<file path="src/rtl/core/ntlv_pkg.sv">
// ----------------------------------------------------------------------------
// ntlv_pkg
// Types and constants shared by the nested TLV stream parser.
// ----------------------------------------------------------------------------
`default_nettype none

package ntlv_pkg;

    localparam int LEVEL_BITS_DEF  = 8;
    localparam int LENGTH_BITS_DEF = 64;
    localparam int LEN_LANES       = 8;

    localparam logic [7:0] LIMIT_RESET   = 8'd15;
    localparam logic [3:0] NIBBLE_MARK   = 4'hF;
    localparam logic [2:0] END_CODE      = 3'h7;
    localparam logic [3:0] MAX_LEN_WIDTH = 4'd8;
    localparam logic [3:0] POS_MAX       = 4'd15;
    localparam int         EXT_FLAG_BIT  = 7;

    typedef enum logic [3:0] {
        KIND_HEADER  = 4'd0,
        KIND_END     = 4'd1,
        KIND_SKIP    = 4'd2,
        KIND_IDLEN   = 4'd3,
        KIND_ID      = 4'd4,
        KIND_EXTHDR  = 4'd5,
        KIND_EXTLEN  = 4'd6,
        KIND_EXT     = 4'd7,
        KIND_DATALEN = 4'd8,
        KIND_DATA    = 4'd9
    } kind_t;

    typedef enum logic [1:0] {
        ERR_NONE      = 2'd0,
        ERR_UNDERFLOW = 2'd1,
        ERR_WIDE_LEN  = 2'd2
    } err_t;

    typedef struct packed {
        kind_t      byte_kind;
        logic [7:0] payload;
        logic [7:0] level;
        logic [7:0] ext_tag;
        logic       field_last;
        logic       element_start;
        logic       element_end;
        err_t       error;
    } result_t;

endpackage

`default_nettype wire

</file>
<file path="src/rtl/core/ntlv_byte_if.sv">
// ----------------------------------------------------------------------------
// ntlv_byte_if
// Valid/ready channel carrying one byte of the encoded stream.
// ----------------------------------------------------------------------------
`default_nettype none

interface ntlv_byte_if;

    logic       valid;
    logic       ready;
    logic [7:0] data_byte;

    modport source (output valid, output data_byte, input ready);
    modport sink (input valid, input data_byte, output ready);

endinterface

`default_nettype wire

</file>
<file path="src/rtl/core/ntlv_result_if.sv">
// ----------------------------------------------------------------------------
// ntlv_result_if
// Valid/ready channel carrying the classification of one stream byte.
// ----------------------------------------------------------------------------
`default_nettype none

interface ntlv_result_if;

    logic       valid;
    logic       ready;
    logic [3:0] byte_kind;
    logic [7:0] payload;
    logic [7:0] level;
    logic [7:0] ext_tag;
    logic       field_last;
    logic       element_start;
    logic       element_end;
    logic [1:0] error;

    modport source (
        output valid, output byte_kind, output payload, output level,
        output ext_tag, output field_last, output element_start,
        output element_end, output error, input ready
    );
    modport sink (
        input valid, input byte_kind, input payload, input level,
        input ext_tag, input field_last, input element_start,
        input element_end, input error, output ready
    );

endinterface

`default_nettype wire

</file>
<file path="src/rtl/core/nested_tlv_stream_parser_unit.sv">
// ----------------------------------------------------------------------------
// nested_tlv_stream_parser_unit
// Classifies each byte of a nested length-prefixed markup stream.
// ----------------------------------------------------------------------------
//
//   Channel   Dir   Carries
//   stream    in    data_byte, one encoded byte per transfer
//   parsed    out   byte kind, payload, level, tag, field and element events
//   cfg       in    ext_mixed_limit write (cfg_wr_en, cfg_wr_data)
//
// A new byte is accepted in every cycle in which the result register is free or being taken.
// The result of a transfer appears on the output in the cycle after the transfer.
// The throughput is set by the single result register, which is refilled
// in the same cycle that its content is taken.
// Reset clears all parser state at once; no clearing pass follows.
// A stall on the output holds the result and stops input only when full.
//
`default_nettype none

module nested_tlv_stream_parser_unit
    import ntlv_pkg::*;
#(
    parameter int LEVEL_BITS  = LEVEL_BITS_DEF,
    parameter int LENGTH_BITS = LENGTH_BITS_DEF
)
(
    input  wire logic       clk,
    input  wire logic       rst_n,
    input  wire logic       cfg_wr_en,
    input  wire logic [7:0] cfg_wr_data,
    ntlv_byte_if.sink       stream,
    ntlv_result_if.source   parsed
);

    logic    step;
    logic    stage_free;
    result_t step_res;
    result_t out_res;

    assign stream.ready = stage_free;
    assign step         = stream.valid && stage_free;

    ntlv_parse_core #(
        .LEVEL_BITS  (LEVEL_BITS),
        .LENGTH_BITS (LENGTH_BITS)
    ) u_core (
        .clk         (clk),
        .rst_n       (rst_n),
        .step        (step),
        .data_byte   (stream.data_byte),
        .cfg_wr_en   (cfg_wr_en),
        .cfg_wr_data (cfg_wr_data),
        .res         (step_res)
    );

    ntlv_out_stage u_out (
        .clk     (clk),
        .rst_n   (rst_n),
        .load    (step),
        .res_in  (step_res),
        .take    (parsed.ready),
        .free    (stage_free),
        .valid   (parsed.valid),
        .res_out (out_res)
    );

    assign parsed.byte_kind     = out_res.byte_kind;
    assign parsed.payload       = out_res.payload;
    assign parsed.level         = out_res.level;
    assign parsed.ext_tag       = out_res.ext_tag;
    assign parsed.field_last    = out_res.field_last;
    assign parsed.element_start = out_res.element_start;
    assign parsed.element_end   = out_res.element_end;
    assign parsed.error         = out_res.error;

endmodule

`default_nettype wire

</file>
<file path="src/rtl/core/ntlv_parse_core.sv">
// ----------------------------------------------------------------------------
// ntlv_parse_core
// Parser state and the single-step classification of one stream byte.
// ----------------------------------------------------------------------------
`default_nettype none

module ntlv_parse_core
    import ntlv_pkg::*;
#(
    parameter int LEVEL_BITS  = LEVEL_BITS_DEF,
    parameter int LENGTH_BITS = LENGTH_BITS_DEF
)
(
    input  wire logic       clk,
    input  wire logic       rst_n,
    input  wire logic       step,
    input  wire logic [7:0] data_byte,
    input  wire logic       cfg_wr_en,
    input  wire logic [7:0] cfg_wr_data,
    output result_t         res
);

    localparam int LvlW = (LEVEL_BITS > 8) ? LEVEL_BITS : 8;

    typedef enum logic [7:0] {
        PH_HEADER  = 8'b0000_0001,
        PH_IDLEN   = 8'b0000_0010,
        PH_ID      = 8'b0000_0100,
        PH_EXTHDR  = 8'b0000_1000,
        PH_EXTLEN  = 8'b0001_0000,
        PH_EXT     = 8'b0010_0000,
        PH_DATALEN = 8'b0100_0000,
        PH_DATA    = 8'b1000_0000
    } phase_t;

    phase_t                   phase_reg, phase_next;
    logic [LENGTH_BITS-1:0]   remaining_reg, remaining_next;
    logic [LENGTH_BITS-1:0]   accum_reg, accum_next;
    logic [3:0]               bytes_left_reg, bytes_left_next;
    logic [3:0]               position_reg, position_next;
    logic [3:0]               data_width_reg, data_width_next;
    logic                     ext_pending_reg, ext_pending_next;
    logic [7:0]               ext_count_reg, ext_count_next;
    logic [3:0]               ext_id_reg, ext_id_next;
    logic [LEVEL_BITS-1:0]    nest_reg, nest_next;
    logic [7:0]               limit_reg;

    logic [8*LEN_LANES-1:0]   lane_wide;
    logic [LvlW-1:0]          lvl_cur, lvl_new;
    logic [7:0]               cur_tag;
    logic                     go_after_id, go_after_ext, go_after_exts, go_complete;

    assign lvl_cur = LvlW'(nest_reg);
    assign lvl_new = LvlW'(nest_next);
    assign cur_tag = (ext_count_reg > limit_reg) ? ext_count_reg : {4'b0, ext_id_reg};

    always_comb
    begin
        for (int i = 0; i < LEN_LANES; i++)
        begin
            lane_wide[i*8 +: 8] = (position_reg[2:0] == 3'(i)) ? data_byte : 8'd0;
        end
    end

    always_comb
    begin
        phase_next       = phase_reg;
        remaining_next   = remaining_reg;
        accum_next       = accum_reg;
        bytes_left_next  = bytes_left_reg;
        position_next    = position_reg;
        data_width_next  = data_width_reg;
        ext_pending_next = ext_pending_reg;
        ext_count_next   = ext_count_reg;
        ext_id_next      = ext_id_reg;
        nest_next        = nest_reg;
        go_after_id      = 1'b0;
        go_after_ext     = 1'b0;
        go_after_exts    = 1'b0;
        go_complete      = 1'b0;

        res               = '0;
        res.byte_kind     = KIND_HEADER;
        res.error         = ERR_NONE;
        res.payload       = data_byte;
        res.level         = lvl_cur[7:0];

        case (phase_reg)
            PH_IDLEN, PH_EXTLEN, PH_DATALEN:
            begin
                if (phase_reg == PH_IDLEN)
                begin
                    res.byte_kind = KIND_IDLEN;
                end
                else if (phase_reg == PH_EXTLEN)
                begin
                    res.byte_kind = KIND_EXTLEN;
                    res.ext_tag   = cur_tag;
                end
                else
                begin
                    res.byte_kind = KIND_DATALEN;
                end
                if (!position_reg[3])
                begin
                    accum_next = accum_reg | lane_wide[LENGTH_BITS-1:0];
                end
                if (position_reg != POS_MAX)
                begin
                    position_next = position_reg + 4'd1;
                end
                if (bytes_left_reg != 4'd0)
                begin
                    bytes_left_next = bytes_left_reg - 4'd1;
                end
                if (bytes_left_reg <= 4'd1)
                begin
                    res.field_last = 1'b1;
                    remaining_next = accum_next;
                    if (accum_next != '0)
                    begin
                        if (phase_reg == PH_IDLEN)
                        begin
                            phase_next = PH_ID;
                        end
                        else if (phase_reg == PH_EXTLEN)
                        begin
                            phase_next = PH_EXT;
                        end
                        else
                        begin
                            phase_next = PH_DATA;
                        end
                    end
                    else if (phase_reg == PH_IDLEN)
                    begin
                        go_after_id = 1'b1;
                    end
                    else if (phase_reg == PH_EXTLEN)
                    begin
                        go_after_ext = 1'b1;
                    end
                    else
                    begin
                        go_complete = 1'b1;
                    end
                end
            end
            PH_ID, PH_EXT, PH_DATA:
            begin
                if (phase_reg == PH_ID)
                begin
                    res.byte_kind = KIND_ID;
                end
                else if (phase_reg == PH_EXT)
                begin
                    res.byte_kind = KIND_EXT;
                    res.ext_tag   = cur_tag;
                end
                else
                begin
                    res.byte_kind = KIND_DATA;
                end
                if (remaining_reg != '0)
                begin
                    remaining_next = remaining_reg - LENGTH_BITS'(1);
                end
                if (remaining_reg <= LENGTH_BITS'(1))
                begin
                    res.field_last = 1'b1;
                    if (phase_reg == PH_ID)
                    begin
                        go_after_id = 1'b1;
                    end
                    else if (phase_reg == PH_EXT)
                    begin
                        go_after_ext = 1'b1;
                    end
                    else
                    begin
                        go_complete = 1'b1;
                    end
                end
            end
            PH_EXTHDR:
            begin
                res.byte_kind    = KIND_EXTHDR;
                ext_id_next      = data_byte[3:0];
                ext_pending_next = data_byte[EXT_FLAG_BIT];
                res.ext_tag      = (ext_count_reg > limit_reg) ? ext_count_reg
                                                               : {4'b0, data_byte[3:0]};
                accum_next       = '0;
                position_next    = 4'd0;
                bytes_left_next  = {1'b0, data_byte[6:4]} + 4'd1;
                phase_next       = PH_EXTLEN;
            end
            default:
            begin
                phase_next = PH_HEADER;
                if (data_byte[3:0] == NIBBLE_MARK)
                begin
                    if (data_byte[6:4] == END_CODE)
                    begin
                        res.byte_kind   = KIND_END;
                        res.element_end = 1'b1;
                        if (nest_reg == '0)
                        begin
                            res.error = ERR_UNDERFLOW;
                        end
                        else
                        begin
                            nest_next = nest_reg - LEVEL_BITS'(1);
                        end
                        res.level = lvl_new[7:0];
                    end
                    else
                    begin
                        res.byte_kind = KIND_SKIP;
                    end
                end
                else
                begin
                    res.byte_kind    = KIND_HEADER;
                    data_width_next  = data_byte[3:0];
                    ext_pending_next = data_byte[EXT_FLAG_BIT];
                    ext_count_next   = 8'd0;
                    remaining_next   = '0;
                    if (data_byte[3:0] > MAX_LEN_WIDTH)
                    begin
                        res.error = ERR_WIDE_LEN;
                    end
                    accum_next      = '0;
                    position_next   = 4'd0;
                    bytes_left_next = {1'b0, data_byte[6:4]} + 4'd1;
                    phase_next      = PH_IDLEN;
                end
            end
        endcase

        if (go_after_ext)
        begin
            ext_count_next = ext_count_reg + 8'd1;
        end
        if (go_after_id || go_after_ext)
        begin
            if (ext_pending_reg)
            begin
                phase_next = PH_EXTHDR;
            end
            else
            begin
                go_after_exts = 1'b1;
            end
        end
        if (go_after_exts)
        begin
            if (data_width_reg != 4'd0)
            begin
                accum_next      = '0;
                position_next   = 4'd0;
                bytes_left_next = data_width_reg;
                phase_next      = PH_DATALEN;
            end
            else
            begin
                go_complete = 1'b1;
            end
        end
        if (go_complete)
        begin
            res.element_start = 1'b1;
            nest_next         = nest_reg + LEVEL_BITS'(1);
            phase_next        = PH_HEADER;
        end
    end

    always_ff @(posedge clk or negedge rst_n)
    begin
        if (!rst_n)
        begin
            phase_reg       <= PH_HEADER;
            remaining_reg   <= '0;
            accum_reg       <= '0;
            bytes_left_reg  <= '0;
            position_reg    <= '0;
            data_width_reg  <= '0;
            ext_pending_reg <= 1'b0;
            ext_count_reg   <= '0;
            ext_id_reg      <= '0;
            nest_reg        <= '0;
        end
        else if (step)
        begin
            phase_reg       <= phase_next;
            remaining_reg   <= remaining_next;
            accum_reg       <= accum_next;
            bytes_left_reg  <= bytes_left_next;
            position_reg    <= position_next;
            data_width_reg  <= data_width_next;
            ext_pending_reg <= ext_pending_next;
            ext_count_reg   <= ext_count_next;
            ext_id_reg      <= ext_id_next;
            nest_reg        <= nest_next;
        end
    end

    always_ff @(posedge clk or negedge rst_n)
    begin
        if (!rst_n)
        begin
            limit_reg <= LIMIT_RESET;
        end
        else if (cfg_wr_en)
        begin
            limit_reg <= cfg_wr_data;
        end
    end

endmodule

`default_nettype wire

</file>
<file path="src/rtl/core/ntlv_out_stage.sv">
// ----------------------------------------------------------------------------
// ntlv_out_stage
// Result register between the parser step and the output channel.
// ----------------------------------------------------------------------------
`default_nettype none

module ntlv_out_stage
    import ntlv_pkg::*;
(
    input  wire logic    clk,
    input  wire logic    rst_n,
    input  wire logic    load,
    input  wire result_t res_in,
    input  wire logic    take,
    output logic         free,
    output logic         valid,
    output result_t      res_out
);

    logic    valid_reg;
    result_t res_reg;

    always_ff @(posedge clk or negedge rst_n)
    begin
        if (!rst_n)
        begin
            valid_reg <= 1'b0;
        end
        else if (load)
        begin
            valid_reg <= 1'b1;
        end
        else if (take)
        begin
            valid_reg <= 1'b0;
        end
    end

    always_ff @(posedge clk)
    begin
        if (load)
        begin
            res_reg <= res_in;
        end
    end

    assign free    = !valid_reg || take;
    assign valid   = valid_reg;
    assign res_out = res_reg;

endmodule

`default_nettype wire

</file>
<file path="src/flat_wrapper.sv">
// flat-port wrapper written by rule: the top's interface ports become plain ports
module nested_tlv_stream_parser_unit_flat import ntlv_pkg::*;
#(
    parameter int LEVEL_BITS  = LEVEL_BITS_DEF,
    parameter int LENGTH_BITS = LENGTH_BITS_DEF
)
  (clk, rst_n, cfg_wr_en, cfg_wr_data, stream_valid, stream_data_byte, stream_ready, parsed_valid, parsed_byte_kind, parsed_payload, parsed_level, parsed_ext_tag, parsed_field_last, parsed_element_start, parsed_element_end, parsed_error, parsed_ready);
  ntlv_byte_if stream_i ();
  ntlv_result_if parsed_i ();
  input  wire logic clk;
  input  wire logic rst_n;
  input  wire logic cfg_wr_en;
  input  wire logic [7:0] cfg_wr_data;
  input wire logic [$bits(stream_i.valid)-1:0] stream_valid;
  input wire logic [$bits(stream_i.data_byte)-1:0] stream_data_byte;
  output wire logic [$bits(stream_i.ready)-1:0] stream_ready;
  output wire logic [$bits(parsed_i.valid)-1:0] parsed_valid;
  output wire logic [$bits(parsed_i.byte_kind)-1:0] parsed_byte_kind;
  output wire logic [$bits(parsed_i.payload)-1:0] parsed_payload;
  output wire logic [$bits(parsed_i.level)-1:0] parsed_level;
  output wire logic [$bits(parsed_i.ext_tag)-1:0] parsed_ext_tag;
  output wire logic [$bits(parsed_i.field_last)-1:0] parsed_field_last;
  output wire logic [$bits(parsed_i.element_start)-1:0] parsed_element_start;
  output wire logic [$bits(parsed_i.element_end)-1:0] parsed_element_end;
  output wire logic [$bits(parsed_i.error)-1:0] parsed_error;
  input wire logic [$bits(parsed_i.ready)-1:0] parsed_ready;
  assign stream_i.valid = stream_valid;
  assign stream_i.data_byte = stream_data_byte;
  assign stream_ready = stream_i.ready;
  assign parsed_valid = parsed_i.valid;
  assign parsed_byte_kind = parsed_i.byte_kind;
  assign parsed_payload = parsed_i.payload;
  assign parsed_level = parsed_i.level;
  assign parsed_ext_tag = parsed_i.ext_tag;
  assign parsed_field_last = parsed_i.field_last;
  assign parsed_element_start = parsed_i.element_start;
  assign parsed_element_end = parsed_i.element_end;
  assign parsed_error = parsed_i.error;
  assign parsed_i.ready = parsed_ready;
  nested_tlv_stream_parser_unit #(.LEVEL_BITS(LEVEL_BITS), .LENGTH_BITS(LENGTH_BITS)) u_core (.clk(clk), .rst_n(rst_n), .cfg_wr_en(cfg_wr_en), .cfg_wr_data(cfg_wr_data), .stream(stream_i), .parsed(parsed_i));
endmodule
</file>
<file path="config.mk">
export PLATFORM = sky130hd
export DESIGN_NAME = nested_tlv_stream_parser_unit_flat
export DESIGN_NICKNAME = d
export VERILOG_FILES = /design/src/rtl/core/ntlv_pkg.sv /design/src/rtl/core/ntlv_byte_if.sv /design/src/rtl/core/ntlv_result_if.sv /design/src/rtl/core/nested_tlv_stream_parser_unit.sv /design/src/rtl/core/ntlv_parse_core.sv /design/src/rtl/core/ntlv_out_stage.sv /design/src/flat_wrapper.sv
export SDC_FILE = /design/constraint.sdc
export NUM_CORES = 1
export LEC_CHECK = 0
export ABC_AREA = 0
export BUFFER_PORTS_ARGS = -buffer_cell sky130_fd_sc_hd__buf_4
export CAP_MARGIN = 20
export CORE_ASPECT_RATIO = 0.5
export CORE_UTILIZATION = 55
export CTS_CLUSTER_SIZE = 40
export DETAILED_ROUTE_END_ITERATION = 7
export HOLD_SLACK_MARGIN = 0.1
export PLACE_DENSITY = 0.73
export SLEW_MARGIN = 10
export SYNTH_ARGS = -nofsm -noshare
export SYNTH_HDL_FRONTEND = slang
export SYNTH_SLANG_ARGS = --single-unit
export TNS_END_PERCENT = 20
</file>
<file path="constraint.sdc">
create_clock -name clk -period 3.7 [get_ports clk]
set_clock_uncertainty 0.15 [all_clocks]
set_input_delay 0.555 -clock clk [delete_from_list [all_inputs] [get_ports clk]]
set_output_delay 0.555 -clock clk [all_outputs]
set_load 0.01 [all_outputs]
</file>
==> out/summary.txt, run 1 <==
Hold Path Class: in2reg
fill cell count: 1,822
row count: 38
Worst Setup End Kind: flop
CTS Buf Count: 20
clk slew on worst S/H paths: 0.07 ns
Crit Path Class: reg2reg
library cells used by synthesis: 75
Die W: 212.9 µm
initial antenna violation count: 1
setup slack, reg-to-reg: 0.10 ns
total grt overflow: 0
post-synthesis cell count: 1,383
final setup vio count: 0
CTS tree: yes
Layout Nets: 1,503
Post-Route Utilization: 0.6567
worst path bufs/invs: 6
status: finished, final reports clean
YS warnings: 0
PnR worst setup slack: 0.1016 ns
synthesis-stage register bit count: 211
Vias: 11,852
worst hold path depth: 3
Simple-Gate Fraction of Synth Area: 0.1972
final cell count without fillers: 1,771
Worst Path Arrival: 3.87 ns
sequential element share of the synthesized area: 0.4455
f_max: 277.9 MHz
DP Cell Count: 1,731
final number of hold-violating endpoints: 0
CP most frequent cell: buf_4
clock tree buffer depth: 3
unrepaired setup endpoints after global routing: true
synth-to-layout area growth: 16.62%
Synth Area in Compound Gates: 0.2581
die area: 22,880 µm²
xor and xnor area share after synthesis: 0.003579
IO buf count: 55
Crit path depth: 15
crit-path max cell delay: 0.43 ns
TritonRoute pass-1 iters: 5
Worst-Skew Late Latency: 0.52 ns
VDD IR max: 0.4574 mV
vias in the first global route: 10,910
H-tree levels: 1
R2R depth: 15
Post-Synth Adder-Cell Area: 0.02556
crit path max-delay cell type: dfrtp_2
Lkg Pwr: 6.186 nW
Cell Area, Synth: 12,240 µm²
Starting Density: 0.5631
WL final: 39.77 mm
CP delay by family, top: buffers and inverters
dpl hpwl: 27.98 mm
CTS Root Cell: clkbuf_16
worst-margin pin slew: 1.187 ns
Clock Sink Count: 211
max_cap viols: 0
period utilization: 0.9726
mux share of post-synthesis cell area: 0.02066
CORE AREA: 21,730 µm²
synth top area cells: dfrtp_1 35%, edfxtp_1 8.1%, o21ai_0 5.9%
Residual DRC: 0
Slew HR: 0.2073
Worst Setup Start Kind: flop
main flop type after synthesis: dfrtp_1
I/O pins: 56
first-pass GRT wire length: 61.76 mm
ratio of cells with drive above 1 in the final layout: 0.1659
placer congestion estimate: 1.012
largest net degree at the start of global routing: 89
postcts setup bufs: 0
cell accounting for the most synthesized area: dfrtp_1
max-slew violations: 0
Worst EP required: 3.97 ns
CP max FO: 9
Avg Vias per Cell: 6.692
DRT antenna net count: 0
EDFF count, synth: 33
Total GRT Usage: 0.3521
Period minus WS final: 3.598 ns
WL/cell: 22.46 µm
post-place setup slack: -0.05603 ns
worst-path cell chain: inv_1, ha_1, and2_0, buf_4, a21oi_4, nand4_1, nor4_2, buf_4, nand4_1, buf_4, buf_4, o21ai_0, buf_4, nand3_1, a21oi_1
largest family of logic cells by synthesized area: compound AO/OA/AOI/OAI gates
Iter 0 DRT Violations: 1,341
Chip Height: 107.5 µm
Synth top area share: 0.3538
Syn Nets: 1,429
pwr dens: 776.3 nW/µm²
ys async rst share: 0.8436
syn_area_per_cell: 8.847 µm²
antenna cells: 0
[through the flow]
step	total power (W)	TNS (ns)	hold slack, ns	cell area [µm²]
after global routing	0.01165	-0.02382	0.1095	14270
after floorplan	0.006521	0	0.1094	12240
after global placement	0.008374	0	0.2973	13430
after detailed placement	0.008469	-0.09529	0.3162	13430
final	0.01108	0	0.1101	14270
after CTS	0.01086	0	0.1023	14220
[logic make-up after synthesis]
family / Yosys count
buffers and inverters: 147
muxes: 23
xor gates and xnor gates: 5
and+or+nand+nor: 468
adders and majority gates: 25
AOI/OAI and AO/OA: 504
DFF: 211
[Yosys cell counts, types with 11 or more instances]
cell	instances
and2_1	15
nor4_1	28
nor2_1	119
nand4_1	20
nor2b_1	19
nand2_1	101
nor3_1	41
clkbuf_1	81
mux2_2	18
or4_1	11
ha_1	25
buf_2	16
a31oi_1	43
a21oi_1	136
nand3_1	35
o21ai_0	145
inv_1	44
dfrtp_1	173
or3_1	24
a21o_1	14
o22ai_1	33
and3_1	15
edfxtp_1	33
a22o_1	46
[layout make-up]
type                            instances  area [µm²]  area share
Tap cell                              300       375.4     0.02631
Inverter                               45       173.9     0.01219
Timing Repair Buffer                  154        1257     0.08813
Clock buffer                           27       600.6     0.04209
Clock inverter                          9       143.9     0.01008
Multi-Input combinational cell       1025        6265      0.4391
Sequential cell                       211        5453      0.3821
[power by group]
part | switching (W) | internal [W]
logic | 0.00358 | 0.00194
registers | 0.000436 | 0.00275
clock network | 0.000945 | 0.00142
total | 0.00496 | 0.00611
[path summary, 6_finish.rpt]
path                                                             start                                           to
max                          u_core.u_core.position_reg[0]$_DFFE_PN0P_   u_core.u_core.ext_count_reg[5]$_DFFE_PN0P_
min                                                     cfg_wr_data[4]       u_core.u_core.limit_reg[4]$_DFFE_PN0P_
max reg2reg                  u_core.u_core.position_reg[0]$_DFFE_PN0P_   u_core.u_core.ext_count_reg[5]$_DFFE_PN0P_
min reg2reg                u_core.u_core.remaining_reg[54]$_DFFE_PN0P_  u_core.u_core.remaining_reg[54]$_DFFE_PN0P_
max in group asynchronous                                        rst_n  u_core.u_core.remaining_reg[24]$_DFFE_PN0P_
min in group asynchronous                                        rst_n       u_core.u_core.limit_reg[6]$_DFFE_PN0P_
[worst reg2reg max path, stage by stage (launching register included)]
cell	delay, ns
dfrtp_2	0.43
inv_1	0.08
ha_1	0.30
and2_0	0.28
buf_4	0.21
a21oi_4	0.22
nand4_1	0.15
nor4_2	0.30
buf_4	0.18
nand4_1	0.13
buf_4	0.20
buf_4	0.15
o21ai_0	0.26
buf_4	0.19
nand3_1	0.07
a21oi_1	0.19
[cell usage in the layout, fill, tap and decap left out, types with 8 or more instances in the layout]
cell | Yosys | layout
a21o_1 | 14 | 14
a21oi_1 | 136 | 129
a22o_1 | 46 | 46
a22oi_1 | 9 | 9
a31oi_1 | 43 | 43
and2_1 | 15 | 14
and3_1 | 15 | 15
buf_4 | 1 | 142
clkbuf_16 | 0 | 23
dfrtp_1 | 173 | 172
edfxtp_1 | 33 | 33
ha_1 | 25 | 24
inv_1 | 44 | 43
mux2_2 | 18 | 18
nand2_1 | 101 | 100
nand3_1 | 35 | 35
nand4_1 | 20 | 20
nor2_1 | 119 | 118
nor2b_1 | 19 | 18
nor3_1 | 41 | 41
nor4_1 | 28 | 26
o21ai_0 | 145 | 145
o22ai_1 | 33 | 33
o2bb2ai_1 | 8 | 8
o32ai_1 | 9 | 9
or3_1 | 24 | 24
or4_1 | 11 | 11
[routing by layer]
layer  track usage  routed length (µm)
met3        0.1006                4443
met1        0.5062               17200
met4       0.08736                 896
met5             0                   0
met2        0.5186               17220
[what timing repair did]
item / in CTS / in global routing
pin swaps: 0 / 0
hold buffers: 4 / 0
setup endpoints to repair: 14 / 80
endpoints found under the hold margin: 79 / 0
resized for setup: 1 / 15
Power figures use the tool's default switching activity.
==> inputs of run 2 (changes only) <==
--- a/config.mk
+++ b/config.mk
@@ -7,13 +7,12 @@
 export LEC_CHECK = 0
 export ABC_AREA = 0
 export BUFFER_PORTS_ARGS = -buffer_cell sky130_fd_sc_hd__buf_4
-export CAP_MARGIN = 20
 export CORE_ASPECT_RATIO = 0.5
-export CORE_UTILIZATION = 55
+export CORE_UTILIZATION = 61
 export CTS_CLUSTER_SIZE = 40
 export DETAILED_ROUTE_END_ITERATION = 7
 export HOLD_SLACK_MARGIN = 0.1
-export PLACE_DENSITY = 0.73
+export PLACE_DENSITY = 0.79
 export SLEW_MARGIN = 10
 export SYNTH_ARGS = -nofsm -noshare
 export SYNTH_HDL_FRONTEND = slang
==> run 2 against run 1 <==
Net effect: non-clock buffer count shrank 10; design area decreased by 1.8%; combinational power is 0.7% higher; wire length up 0.77%; maximum frequency barely moved; sequential share of layout area increased by 0.68 points; via count grew 0.84%; core utilization is 6.0 points higher; worst hold slack better by 0.0060 ns; highest routed layer unchanged.
==> out/summary.txt, run 2 (synthesis gave the netlist of run 1 again) <==
Hold EP: u_core.u_core.limit_reg[6]$_DFFE_PN0P_
Worst-Skew Late Latency: 0.53 ns (about the same)
max_cap viols: 0 (unchanged)
antenna cells: 0 (unchanged)
worst hold path depth: 3 (unchanged)
clk slew on worst S/H paths: 0.07 ns (about the same)
pwr dens: 773.9 nW/µm² (-0.31%)
final setup vio count: 0 (unchanged)
Avg Vias per Cell: 6.921 (+3.4%)
final number of hold-violating endpoints: 0 (unchanged)
dpl hpwl: 27.86 mm (-0.42%)
row count: 36 (-5.3%)
Starting Density: 0.6259 (+0.06278)
placer congestion estimate: 1.024 (+1.1%)
total grt overflow: 0 (unchanged)
CORE AREA: 19,550 µm² (-10%)
PnR worst setup slack: 0.1016 ns (+0.00002600 ns)
Clock Sink Count: 211 (unchanged)
commonest non-fill, non-tap cell in the layout: dfrtp_1
worst-margin pin slew: 1.038 ns (-0.1491 ns)
clock tree buffer depth: 3 (unchanged)
Worst Path Arrival: 3.90 ns (+0.03 ns)
Chip Height: 102.1 µm (-5.0%)
worst r2r src: u_core.u_core.position_reg[1]$_DFFE_PN0P_
Hold Path Class: in2reg
VDD IR max: 0.5316 mV (+16%)
Layout Nets: 1,493 (-0.67%)
f_max: 277.9 MHz (about the same)
Worst Setup End Kind: flop
Period minus WS final: 3.598 ns (-0.00002600 ns)
unrepaired setup endpoints after global routing: false
fill cell count: 1,523 (-16%)
Slew HR: 0.3069 (+0.09959)
Post-Route Utilization: 0.7171 (+0.06042)
Residual DRC: 0 (unchanged)
Lkg Pwr: 6.086 nW (-1.6%)
vias in the first global route: 11,084 (+1.6%)
R2R depth: 13 (-2)
TritonRoute pass-1 iters: 6 (+1)
status: finished, final reports clean
H-tree levels: 1 (unchanged)
CTS Root Cell: clkbuf_16
synth-to-layout area growth: 14.57%
largest net degree at the start of global routing: 89 (unchanged)
R2R Path End: u_core.u_core.phase_reg[7]$_DFFE_PN0P_
max-slew violations: 0 (unchanged)
Final Hold Slack: 0.1161 ns (+0.006044 ns)
DRT antenna net count: 0 (unchanged)
hold_sp: cfg_wr_data[6]
IO buf count: 55 (unchanged)
Crit Path Class: reg2reg
CTS tree: yes
first-pass GRT wire length: 62.49 mm (+1.2%)
setup slack, reg-to-reg: 0.10 ns (about the same)
I/O pins: 56 (unchanged)
ratio of cells with drive above 1 in the final layout: 0.1574 (-0.008447)
Worst EP required: 4.00 ns (+0.03 ns)
Iter 0 DRT Violations: 1,443 (+7.6%)
Die W: 202.3 µm (-5.0%)
die area: 20,660 µm² (-9.7%)
postcts setup bufs: 0 (unchanged)
CP max FO: 12 (+3)
initial antenna violation count: 0 (-1)
Worst Setup Start Kind: flop
WL final: 40.07 mm (+0.77%)
Final TNS setup: 0 ns (unchanged)
CTS Buf Count: 20 (unchanged)
post-place setup slack: 0.1811 ns (+0.2371 ns)
final cell count without fillers: 1,727 (-2.5%)
DP Cell Count: 1,688 (-2.5%)
WL/cell: 23.20 µm (+3.3%)
Total GRT Usage: 0.3913 (+0.03918)
commonest cells after routing, fill and taps aside: 172 x dfrtp_1, 144 x o21ai_0, 135 x buf_4
period utilization: 0.9725 (about the same)
Vias: 11,952 (+0.84%)
-- run 2: through the flow --
stage	cell area [µm²]	power, W
after floorplan	12240	0.006521
after global placement	13290	0.008343
after detailed placement	13290	0.008462
after CTS	13970	0.01060
after global routing	14020	0.01142
final	14020	0.01085
-- run 2: where the power goes --
part	switching, W	internal (W)
clock	0.000939	0.00117
combinational	0.00366	0.00190
sequential	0.000430	0.00275
total	0.00503	0.00582
-- run 2: repair_timing --
action	4_1_cts	5_1_grt
gates resized for setup	0	14
hold buffers	3	0
endpoints found under the setup margin	0	86
hold endpoints to repair	52	0
-- run 2: critical path: stages, from the launching register on --
cell and delay, ns:
dfrtp_1 0.45, inv_1 0.10, ha_1 0.40, nor2b_1 0.49, a21oi_1 0.23, nand4_1 0.21
nor4_1 0.08, buf_4 0.16, nand4_1 0.07, buf_4 0.15, o21a_1 0.23, clkinv_4 0.17
a211oi_1 0.45, a22o_1 0.21
-- run 2: per-layer routing --
metal	GRT usage	wire length (µm)	vias up
met1	0.5415	16430	5801
met5	0	0	-
met3	0.1342	5236	88
met2	0.5898	17570	769
met4	0.1041	837	0
li1	-	-	5294
-- run 2: area by class of cell --
cell class / count / area (µm²) / area share
sequential: 211 / 5453 / 0.3890
tap: 266 / 332.8 / 0.02374
clock inverter: 8 / 65.06 / 0.004641
timing repair buffer: 144 / 1155 / 0.08238
multi-input combinational: 1025 / 6257 / 0.4464
clock buffer: 28 / 581.8 / 0.04150
inverter: 45 / 173.9 / 0.01241
-- run 2: worst max-delay path by stage --
| stage | startpoint | to | slack, ns |
|---|---|---|---|
| 3_3_place_gp | u_core.u_core.remaining_reg[36]$_DFFE_PN0P_ | u_core.u_core.position_reg[1]$_DFFE_PN0P_ | 0.23 |
| 3_5_place_dp | u_core.u_core.position_reg[0]$_DFFE_PN0P_ | u_core.u_core.ext_count_reg[6]$_DFFE_PN0P_ | 0.18 |
| 2_1_floorplan | u_core.u_core.position_reg[2]$_DFFE_PN0P_ | u_core.u_core.lvl_cur[5]$_DFFE_PN0P_ | 0.43 |
| 6_report | u_core.u_core.position_reg[1]$_DFFE_PN0P_ | u_core.u_core.phase_reg[7]$_DFFE_PN0P_ | 0.10 |
| 5_1_grt | u_core.u_core.position_reg[1]$_DFFE_PN0P_ | u_core.u_core.phase_reg[7]$_DFFE_PN0P_ | 0.002 |
| 4_1_cts | u_core.u_core.position_reg[0]$_DFFE_PN0P_ | u_core.u_core.ext_count_reg[6]$_DFFE_PN0P_ | 0.17 |
==> inputs of run 3 (changes only) <==
--- a/config.mk
+++ b/config.mk
@@ -13,6 +13,7 @@
 export DETAILED_ROUTE_END_ITERATION = 7
 export HOLD_SLACK_MARGIN = 0.1
 export PLACE_DENSITY = 0.79
+export RECOVER_POWER = 100
 export SLEW_MARGIN = 10
 export SYNTH_ARGS = -nofsm -noshare
 export SYNTH_HDL_FRONTEND = slang
==> run 3 against run 2 <==
Net effect: the run now ends with capacitance limit, slew limit left; first-iteration DRC count is 5.5% higher; combinational power shrank 1%; global-route usage did not move; register-to-register slack about the same; wire length rose by 0.11%; critical endpoint is now u_core.u_core.phase_reg[5]$_DFFE_PN0P_.
==> out/summary.txt, run 3 (synthesis gave the netlist of run 1 again) <==
Chip Height: 102.1 µm (unchanged)
hold_sp: cfg_wr_data[6]
worst-path cell chain: inv_1, ha_1, nor2b_1, a21oi_1, nand4_1, nor4_2, nand4_1, buf_4, o21a_1, clkinv_4, a211oi_1, a22o_1
worst r2r src: u_core.u_core.position_reg[1]$_DFFE_PN0P_
Crit Path Class: reg2reg
crit path max-delay cell type: nor2b_1
CORE AREA: 19,550 µm² (unchanged)
fill cell count: 1,578 (+3.6%)
max_cap viols: 1 (+1)
max-slew violations: 59 (+59)
row count: 36 (unchanged)
Post-Route Utilization: 0.7048 (-0.01229)
H-tree levels: 1 (unchanged)
f_max: 279.0 MHz (+0.40%)
commonest non-fill, non-tap cell in the layout: dfrtp_1
I/O pins: 56 (unchanged)
Worst Setup Start Kind: flop
Lkg Pwr: 5.893 nW (-3.2%)
Layout Cell Area excl Fill: 13,780 µm² (-1.7%)
total power: 0.01078 W (-0.65%)
pwr dens: 782.3 nW/µm² (+1.1%)
worst hold path depth: 3 (unchanged)
WL final: 40.12 mm (+0.11%)
largest net degree at the start of global routing: 89 (unchanged)
dpl hpwl: 27.86 mm (unchanged)
Worst EP required: 3.99 ns (about the same)
VDD IR max: 0.5255 mV (-1.2%)
die area: 20,660 µm² (unchanged)
crit path launch: u_core.u_core.position_reg[1]$_DFFE_PN0P_
violated checks: capacitance limit, slew limit
Residual DRC: 0 (unchanged)
postcts setup bufs: 0 (unchanged)
commonest cells after routing, fill and taps aside: 172 x dfrtp_1, 144 x o21ai_0, 134 x a21oi_1
Die W: 202.3 µm (unchanged)
CTS tree: yes
CTS Buf Count: 20 (unchanged)
WL/cell: 23.23 µm (+0.11%)
final number of hold-violating endpoints: 0 (unchanged)
Final TNS setup: 0 ns (unchanged)
worst-margin pin slew: 1.514 ns (+0.4767 ns)
CP max FO: 12 (unchanged)
ratio of cells with drive above 1 in the final layout: 0.1198 (-0.03765)
vias in the first global route: 11,084 (unchanged)
status: complete, but fails checks
DRT antenna net count: 0 (unchanged)
Avg Vias per Cell: 6.913 (-0.12%)
Final Hold Slack: 0.1160 ns (-0.0001850 ns)
Vias: 11,938 (-0.12%)
TritonRoute pass-1 iters: 6 (unchanged)
Total GRT Usage: 0.3913 (unchanged)
final setup vio count: 0 (unchanged)
IO buf count: 55 (unchanged)
Cell Area, Placed: 13,290 µm² (unchanged)
placer congestion estimate: 1.024 (unchanged)
first-pass GRT wire length: 62.49 mm (unchanged)
period utilization: 0.9687 (-0.003861)
Slew HR: -0.009514 (-0.3164)
total grt overflow: 0 (unchanged)
clock tree buffer depth: 3 (unchanged)
Worst Path Arrival: 3.88 ns (-0.02 ns)
crit-path max cell delay: 0.48 ns (about the same)
R2R depth: 12 (-1)
antenna cells: 0 (unchanged)
synth-to-layout area growth: 12.61%
Layout Nets: 1,493 (unchanged)
CTS Root Cell: clkbuf_16
Clock Sink Count: 211 (unchanged)
R2R Path End: u_core.u_core.phase_reg[5]$_DFFE_PN0P_
initial antenna violation count: 0 (unchanged)
setup slack, reg-to-reg: 0.12 ns (about the same)
Iter 0 DRT Violations: 1,523 (+5.5%)
Starting Density: 0.6259 (unchanged)
CP endpoint: u_core.u_core.phase_reg[5]$_DFFE_PN0P_
clk slew on worst S/H paths: 0.07 ns (about the same)
Worst-Skew Late Latency: 0.53 ns (about the same)
unrepaired setup endpoints after global routing: false
Period minus WS final: 3.584 ns (-0.01428 ns)
CP most frequent cell: nand4_1
Hold Path Class: in2reg
Worst Setup End Kind: flop
run 3: cell count changes in the layout (fill, tap and decap cells not counted), sizes merged:
cell | before | now
buf | 141 | 84
clkbuf | 28 | 85
run 3: layout make-up:
| type | count | area [µm²] | share of cell area |
|---|---|---|---|
| tap | 266 | 332.8 | 0.02416 |
| timing repair buffer | 144 | 929.6 | 0.06747 |
| inverter | 45 | 173.9 | 0.01262 |
| multi-input combinational | 1025 | 6242 | 0.4531 |
| sequential | 211 | 5453 | 0.3958 |
| clock buffer | 28 | 581.8 | 0.04223 |
| clock inverter | 8 | 65.06 | 0.004722 |
run 3: per-layer routing:
| layer | up-vias | GRT usage | part of all wire |
|---|---|---|---|
| met5 | - | 0 | 0 |
| met4 | 0 | 0.1041 | 0.021 |
| met3 | 89 | 0.1342 | 0.13 |
| met2 | 761 | 0.5898 | 0.44 |
| met1 | 5800 | 0.5415 | 0.41 |
| li1 | 5288 | - | - |
run 3: worst min path at each step:
stage | end | slack, ns
after floorplan | u_core.u_core.accum_reg[0]$_DFFE_PN0P_ | 0.11
after global placement | u_core.u_core.remaining_reg[54]$_DFFE_PN0P_ | 0.30
after detailed placement | u_core.u_core.remaining_reg[54]$_DFFE_PN0P_ | 0.31
after CTS | u_core.u_core.limit_reg[6]$_DFFE_PN0P_ | 0.10
after global routing | u_core.u_core.limit_reg[6]$_DFFE_PN0P_ | 0.12
final | u_core.u_core.limit_reg[6]$_DFFE_PN0P_ | 0.12
run 3: per-stage QoR:
step	instances	worst slack [ns]
2_1_floorplan	1383	0.4350
3_3_place_gp	1688	0.2268
3_5_place_dp	1688	0.1811
4_1_cts	1727	0.1684
5_1_grt	1727	0.002894
6_report	1727	0.1159
run 3: report_power, final:
group / internal, W / switching [W] / total, W
logic: 0.00184 / 0.00365 / 0.00549
registers: 0.00275 / 0.000428 / 0.00318
clock network: 0.00117 / 0.000931 / 0.00210
run 3: repair_timing:
| item | in CTS | in global routing |
|---|---|---|
| hold buffers | 3 | 0 |
| endpoints found under the hold margin | 52 | 0 |
| endpoints found under the setup margin | 0 | 86 |
| gates resized for setup | 0 | 14 |
run 3: worst max-delay path: cells and delay by family (launching register included):
kind | cells | cell delay (ns)
adder cells (fa/ha/maj) | 1 | 0.40
buffers and inverters | 3 | 0.41
AND/OR/NAND/NOR | 4 | 0.96
AO/OA/AOI/OAI | 4 | 1.14
flip-flops | 1 | 0.45
